`src/design/spq_pkg.sv`:
```
// Package for the sorted priority queue: command and status codes, field widths
// and the per-cycle control struct broadcast to the cells.
// No dependencies.
`default_nettype none

package spq_pkg;

   localparam int CMD_WIDTH    = 1;
   localparam int PORT_KEY_W   = 32;
   localparam int STATUS_WIDTH = 2;
   localparam int COUNT_WIDTH  = 5;

   localparam logic [CMD_WIDTH-1:0] CMD_ENQUEUE = 1'b0;
   localparam logic [CMD_WIDTH-1:0] CMD_DEQUEUE = 1'b1;

   localparam logic [STATUS_WIDTH-1:0] STATUS_DONE  = 2'd0;
   localparam logic [STATUS_WIDTH-1:0] STATUS_FULL  = 2'd1;
   localparam logic [STATUS_WIDTH-1:0] STATUS_EMPTY = 2'd2;

   // One operation that the whole row of cells carries out this cycle.
   typedef struct packed {
      logic enq;
      logic deq;
   } spq_ctrl_type;

endpackage

`default_nettype wire

```
`src/design/sorted_priority_queue_unit.sv`:
```
// Sorted priority queue, smallest key first, built as a row of DEPTH cells.
// An accepted item's result is registered and is shown in the next cycle;
// throughput one item per cycle when the output is not held, set by the single
// compare-and-shift step of the cell row. A result waits in the output register;
// a new item is taken when it is empty or being taken. Reset empties the queue
// (count to zero); keys are not cleared. Depends on spq_pkg and spq_cell.
`default_nettype none

module sorted_priority_queue_unit #(
   parameter int DEPTH     = 16,
   parameter int KEY_WIDTH = 32
) (
   input  wire                                    clock,
   input  wire                                    reset,
   input  wire                                    req_valid,
   output logic                                   req_ready,
   input  wire  [spq_pkg::CMD_WIDTH-1:0]          req_command,
   input  wire  [spq_pkg::PORT_KEY_W-1:0]         req_key_in,
   output logic                                   rsp_valid,
   input  wire                                    rsp_ready,
   output logic [spq_pkg::STATUS_WIDTH-1:0]       rsp_status,
   output logic [spq_pkg::PORT_KEY_W-1:0]         rsp_dequeued_key,
   output logic [spq_pkg::PORT_KEY_W-1:0]         rsp_head_key,
   output logic [spq_pkg::COUNT_WIDTH-1:0]        rsp_entry_count,
   output logic                                   rsp_empty_flag,
   output logic                                   rsp_full_flag
);

   localparam int CW = $clog2(DEPTH + 1);

   logic [CW-1:0]        count_ff;
   logic [CW-1:0]        count_in;
   spq_pkg::spq_ctrl_type ctrl;
   logic                 accept;
   logic                 is_full;
   logic                 no_keys;
   logic [KEY_WIDTH-1:0] new_key;

   logic [KEY_WIDTH-1:0] cell_key  [DEPTH];
   logic [KEY_WIDTH-1:0] cell_next [DEPTH];
   logic                 cell_lt   [DEPTH];

   logic                                rsp_valid_ff;
   logic                                rsp_valid_in;
   logic [spq_pkg::STATUS_WIDTH-1:0]    status_ff;
   logic [spq_pkg::STATUS_WIDTH-1:0]    status_in;
   logic [spq_pkg::PORT_KEY_W-1:0]      deq_key_ff;
   logic [spq_pkg::PORT_KEY_W-1:0]      deq_key_in;
   logic [spq_pkg::PORT_KEY_W-1:0]      head_ff;
   logic [spq_pkg::PORT_KEY_W-1:0]      head_in;
   logic [spq_pkg::COUNT_WIDTH-1:0]     cnt_out_ff;
   logic [spq_pkg::COUNT_WIDTH-1:0]     cnt_out_in;
   logic                                empty_ff;
   logic                                empty_in;
   logic                                full_ff;
   logic                                full_in;

   assign req_ready = !rsp_valid_ff || rsp_ready;
   assign accept    = req_valid && req_ready;
   assign is_full   = (count_ff == CW'(DEPTH));
   assign no_keys   = (count_ff == '0);
   assign new_key   = KEY_WIDTH'(req_key_in);

   always_comb begin
      ctrl.enq = accept && (req_command == spq_pkg::CMD_ENQUEUE) && !is_full;
      ctrl.deq = accept && (req_command == spq_pkg::CMD_DEQUEUE) && !no_keys;
   end

   genvar i;
   generate
      for (i = 0; i < DEPTH; i++) begin : g_cell
         logic [KEY_WIDTH-1:0] left_key;
         logic                 left_lt;
         logic [KEY_WIDTH-1:0] right_key;

         if (i == 0) begin : g_first
            assign left_key = new_key;
            assign left_lt  = 1'b1;
         end else begin : g_mid
            assign left_key = cell_key[i-1];
            assign left_lt  = cell_lt[i-1];
         end

         if (i == DEPTH - 1) begin : g_last
            assign right_key = cell_key[i];
         end else begin : g_inner
            assign right_key = cell_key[i+1];
         end

         spq_cell #(
            .KEY_WIDTH(KEY_WIDTH)
         ) u_cell (
            .clock    (clock),
            .ctrl     (ctrl),
            .new_key  (new_key),
            .valid    (CW'(i) < count_ff),
            .left_key (left_key),
            .left_lt  (left_lt),
            .right_key(right_key),
            .key_out  (cell_key[i]),
            .key_next (cell_next[i]),
            .lt_out   (cell_lt[i])
         );
      end
   endgenerate

   always_comb begin
      count_in = count_ff;
      if (ctrl.enq) begin
         count_in = count_ff + CW'(1);
      end else if (ctrl.deq) begin
         count_in = count_ff - CW'(1);
      end
   end

   always_comb begin
      rsp_valid_in = rsp_valid_ff;
      if (accept) begin
         rsp_valid_in = 1'b1;
      end else if (rsp_ready) begin
         rsp_valid_in = 1'b0;
      end
   end

   always_comb begin
      status_in = spq_pkg::STATUS_DONE;
      if (req_command == spq_pkg::CMD_ENQUEUE && is_full) begin
         status_in = spq_pkg::STATUS_FULL;
      end else if (req_command == spq_pkg::CMD_DEQUEUE && no_keys) begin
         status_in = spq_pkg::STATUS_EMPTY;
      end
      deq_key_in = ctrl.deq ? spq_pkg::PORT_KEY_W'(cell_key[0]) : '0;
      head_in    = (count_in == '0) ? '0 : spq_pkg::PORT_KEY_W'(cell_next[0]);
      cnt_out_in = spq_pkg::COUNT_WIDTH'(count_in);
      empty_in   = (count_in == '0);
      full_in    = (count_in == CW'(DEPTH));
   end

   always_ff @(posedge clock) begin
      if (reset) begin
         count_ff     <= '0;
         rsp_valid_ff <= 1'b0;
      end else begin
         count_ff     <= count_in;
         rsp_valid_ff <= rsp_valid_in;
      end
   end

   always_ff @(posedge clock) begin
      if (accept) begin
         status_ff  <= status_in;
         deq_key_ff <= deq_key_in;
         head_ff    <= head_in;
         cnt_out_ff <= cnt_out_in;
         empty_ff   <= empty_in;
         full_ff    <= full_in;
      end
   end

   assign rsp_valid        = rsp_valid_ff;
   assign rsp_status       = status_ff;
   assign rsp_dequeued_key = deq_key_ff;
   assign rsp_head_key     = head_ff;
   assign rsp_entry_count  = cnt_out_ff;
   assign rsp_empty_flag   = empty_ff;
   assign rsp_full_flag    = full_ff;

endmodule

`default_nettype wire

```
`src/design/spq_cell.sv`:
```
// One storage cell of the sorted key row: holds a key, compares it with the
// broadcast key and shifts toward either neighbor. Depends on spq_pkg.
`default_nettype none

module spq_cell #(
   parameter int KEY_WIDTH = 32
) (
   input  wire                       clock,
   input  spq_pkg::spq_ctrl_type     ctrl,
   input  wire  [KEY_WIDTH-1:0]      new_key,
   input  wire                       valid,
   input  wire  [KEY_WIDTH-1:0]      left_key,
   input  wire                       left_lt,
   input  wire  [KEY_WIDTH-1:0]      right_key,
   output logic [KEY_WIDTH-1:0]      key_out,
   output logic [KEY_WIDTH-1:0]      key_next,
   output logic                      lt_out
);

   logic [KEY_WIDTH-1:0] key_ff;
   logic [KEY_WIDTH-1:0] key_in;

   // Stored key strictly smaller than the new one: it stays ahead of it.
   assign lt_out = valid && (key_ff < new_key);

   always_comb begin
      key_in = key_ff;
      if (ctrl.enq) begin
         if (!lt_out) begin
            key_in = left_lt ? new_key : left_key;
         end
      end else if (ctrl.deq) begin
         key_in = right_key;
      end
   end

   always_ff @(posedge clock) begin
      key_ff <= key_in;
   end

   assign key_out  = key_ff;
   assign key_next = key_in;

endmodule

`default_nettype wire
```
`config.mk`:
```
export PLATFORM = sky130hd
export DESIGN_NAME = sorted_priority_queue_unit
export DESIGN_NICKNAME = d
export VERILOG_FILES = /design/src/design/spq_pkg.sv /design/src/design/sorted_priority_queue_unit.sv /design/src/design/spq_cell.sv
export SDC_FILE = /design/constraint.sdc
export NUM_CORES = 2
export LEC_CHECK = 0
export CORE_MARGIN = 5
export CORE_UTILIZATION = 49
export CTS_BUF_LIST = sky130_fd_sc_hd__clkbuf_8
export CTS_CLUSTER_DIAMETER = 200
export CTS_CLUSTER_SIZE = 25
export DETAILED_ROUTE_END_ITERATION = 12
export DONT_BUFFER_PORTS = 1
export HOLD_SLACK_MARGIN = 0.1
export PLACE_DENSITY_LB_ADDON = 0.08
export SLEW_MARGIN = 15
export SYNTH_ARGS = -nofsm -noshare
export SYNTH_HDL_FRONTEND = slang
export SYNTH_SLANG_ARGS = --single-unit
```
`constraint.sdc`:
```
create_clock -name clock -period 7.8 [get_ports clock]
set_input_delay 1.56 -clock clock [delete_from_list [all_inputs] [get_ports clock]]
set_output_delay 1.56 -clock clock [all_outputs]
set_load 0.05 [all_outputs]
```
==> flow_summary.json <==
{
  "gp_routability_congestion": 0.8611,
  "first_global_vias": 31360,
  "maxCapViolCount": 0,
  "floorplan.initialDensity_pct": 49.18,
  "wl_per_cell_microns": 23.82,
  "clkSlewWorstSetupHoldPaths_ns": 0.16,
  "final_nets": 4413,
  "die_h_microns": 299.1,
  "fillers": 7750,
  "cts-root-buf": "clkbuf_8",
  "start_kind": "input port",
  "grt_usage_pct": 25.44,
  "grt_max_degree": 233,
  "synth_area_leaders": "edfxtp_1, ha_1, mux2i_1",
  "synth_nets": 4619,
  "crit_arrival_ns": 5.10,
  "syn_inst": 4083,
  "dieArea_sq_um": 89480,
  "h-tree-depth": 1,
  "dp.final_hpwl_microns": 85970,
  "antenna_left": 0,
  "cts_sinks": 591,
  "post-place-ws_ns": 2.212,
  "utilization_pct": 50.95,
  "avgViaCountPerCell": 6.368,
  "grt_pass1_wl_microns": 184500,
  "dr.pass1.iters": 5,
  "synth.distinct_cells": 69,
  "hold_path.class": "flop to flop",
  "final-setup-viol-count": 0,
  "stdcell_count": 4978,
  "numCtsBuffers": 27,
  "min_period_ns": 4.648,
  "rsz0062_at_grt": "false",
  "outcome": "finished clean",
  "fin_ws_ns": 3.152,
  "clock_skew_ns": 0.03559,
  "vias": 31700,
  "yosysWarnings": 0,
  "io_pins": 112,
  "fin_crit_sh_pct": 59.59,
  "ys_async_sr_fraction_pct": 0,
  "placed_cells": 4926,
  "yosys.area.top_type_share_pct": 40.54,
  "crit_required_ns": 8.26,
  "setup_tns_ns": 0,
  "synth-edff-count": 553,
  "synth_area_sq_um": 40960,
  "rr_startpoint": "count_ff[1]",
  "cts_tree": "yes",
  "area_delta_synth_final_pct": 3.595,
  "cts.path.max_buffers": 3,
  "drive_gt1_share_pct": 4.978,
  "pwr_density_cell_nw_per_um2": 195.0,
  "insertion_delay_ns": 0.75,
  "finalHoldViolCount": 0,
  "tightest_slew_ns": 1.102,
  "yosysTopAreaCell": "edfxtp_1",
  "synth-main-ff-cell": "edfxtp_1",
  "crit_path_end_kind": "flop",
  "startpoint": "req_key_in[9]",
  "first_iter_violations": 2338,
  "antenna_found_initial": 1,
  "hold_buffers": 0,
  "worstSetupPathType": "input port to flop",
  "routed_wl_microns": 118600,
  "synth-seq-cells": 591,
  "core_area_sq_um": 83290,
  "dieWidth_microns": 299.1,
  "crit_fanout": 60,
  "num_rows": 106,
  "slew_headroom_pct": 26.28,
  "p_leak_nw": 16.74,
  "portBuffers": 0,
  "ir_worst_vdd_mv": 0.1284,
  "grt_remaining_overflow": 0,
  "min_from": "g_cell[0].u_cell.key_out[22]",
  "yosysSeqAreaShare_pct": 42.40,
  "cts_resized": 0,
  "post_cts_buffers": 0,
  "max_clock_freq_ghz": 0.2151,
  "drc": 0,
  "report.final.slew_viol_count": 0,
  "syn_avg_cell_area_sq_um": 10.03
}
[per-layer routing]
| layer | track usage, % | vias to the layer above | wire, microns |
|---|---|---|---|
| met1 | 36.91 | 15660 | 56140 |
| met5 | 0 | - | 0 |
| met4 | 5.201 | 0 | 2533 |
| li1 | - | 15220 | - |
| met2 | 41.87 | 696 | 55120 |
| met3 | 2.506 | 129 | 4794 |
[cells by family (layout without fill, tap and decap cells)]
group           Yosys count  after routing  synth area share [%]
compound gates         1115           1115                 16.95
xor+xnor                  3              3               0.06416
fa+ha+maj               499            499                 15.24
buf+inv                 393            207                 3.916
flops                   591            591                 42.40
mux                     320            320                 8.192
other cells               0              1                     0
simple gates           1162           1162                 13.24
[cell usage after synthesis, drive strengths merged (3+ instances only)]
master	number
a21oi	254
o221a	3
nor2	253
o2111ai	4
or4	11
a41o	3
or2	8
nand3	143
edfxtp	553
buf	55
a41oi	3
a31oi	68
a21o	103
inv	76
nor2b	9
a221oi	22
nand2b	16
o2111a	3
nor3	48
o21a	21
a2111o	3
and4	27
o31ai	35
nor4	6
nand4	193
ha	499
clkbuf	260
mux2	32
o221ai	41
o211ai	115
nand2	435
or3	5
dfxtp	38
a211oi	45
a211o	7
mux2i	288
a2111oi	4
o21ai	368
[worst paths after layout]
kind              slack, ns                      endpoint  cells past startpoint
hold / removal         0.56  g_cell[0].u_cell.key_out[22]                      2
setup reg to reg       3.43  g_cell[2].u_cell.key_out[26]                      8
hold reg to reg        0.56  g_cell[0].u_cell.key_out[22]                      2
setup / recovery       3.15               rsp_head_key[7]                      9
[registers in the layout (all words and copies together), names as in the netlist]
signal,cells
rsp_dequeued_key,32
count_ff,5
g_cell.u_cell.key_out,512
rsp_full_flag,1
rsp_head_key,32
rsp_empty_flag,1
rsp_valid,1
rsp_entry_count,5
rsp_status,2
[power breakdown]
part	switching, W	total, W	leakage (nW)	internal (W)
logic	0.00140	0.00224	10.9	0.000840
clock network	0.00107	0.00140	0.312	0.000331
registers	0.000600	0.00464	5.57	0.00404
total	0.00306	0.00827	16.7	0.00521
[through the flow]
stage / total power (W) / hold slack (ns) / area, sq um
after floorplan: 0.006224 / 0.4903 / 40960
after global placement: 0.006872 / 0.5345 / 41920
after detailed placement: 0.006922 / 0.5377 / 41920
after CTS: 0.008293 / 0.5577 / 42380
after global routing: 0.008758 / 0.5746 / 42440
final: 0.008274 / 0.5648 / 42440
[area by class of cell]
type	count	area [sq um]	area share (%)
clock buffers	27	371.6	0.8757
inverters	78	294.0	0.6929
repair buffers	80	678.2	1.598
diodes	1	2.502	0.005897
clock inverters	22	90.09	0.2123
multi-input cells	3099	22280	52.51
well taps	1080	1351	3.184
flip-flops and latches	591	17370	40.92
[worst max-delay path: stages]
cell and delay, ns:
inv_1 0.53, ha_1 0.36, a21oi_1 0.13, o21ai_0 0.16
a221oi_1 0.44, o211ai_1 0.28, a2111o_1 0.55, nand2_2 0.82
a211oi_1 0.21
[layout by cell type (no fill, tap or decap), drive strengths merged, types with 6 or more instances in the layout]
cell type,instances
nor2,253
nor4,6
o31ai,35
nand2b,16
o211ai,115
a211o,7
a221oi,22
o221ai,41
nand2,435
nor3,48
dfxtp,38
and4,27
a31oi,68
mux2i,288
nand3,143
or4,11
a21o,103
o21a,21
ha,499
o21ai,368
buf,80
clkbuf,27
mux2,32
a21oi,254
nor2b,9
nand4,193
a211oi,45
inv,98
edfxtp,553
or2,8
No activity file was read; power rests on OpenSTA's default activity.
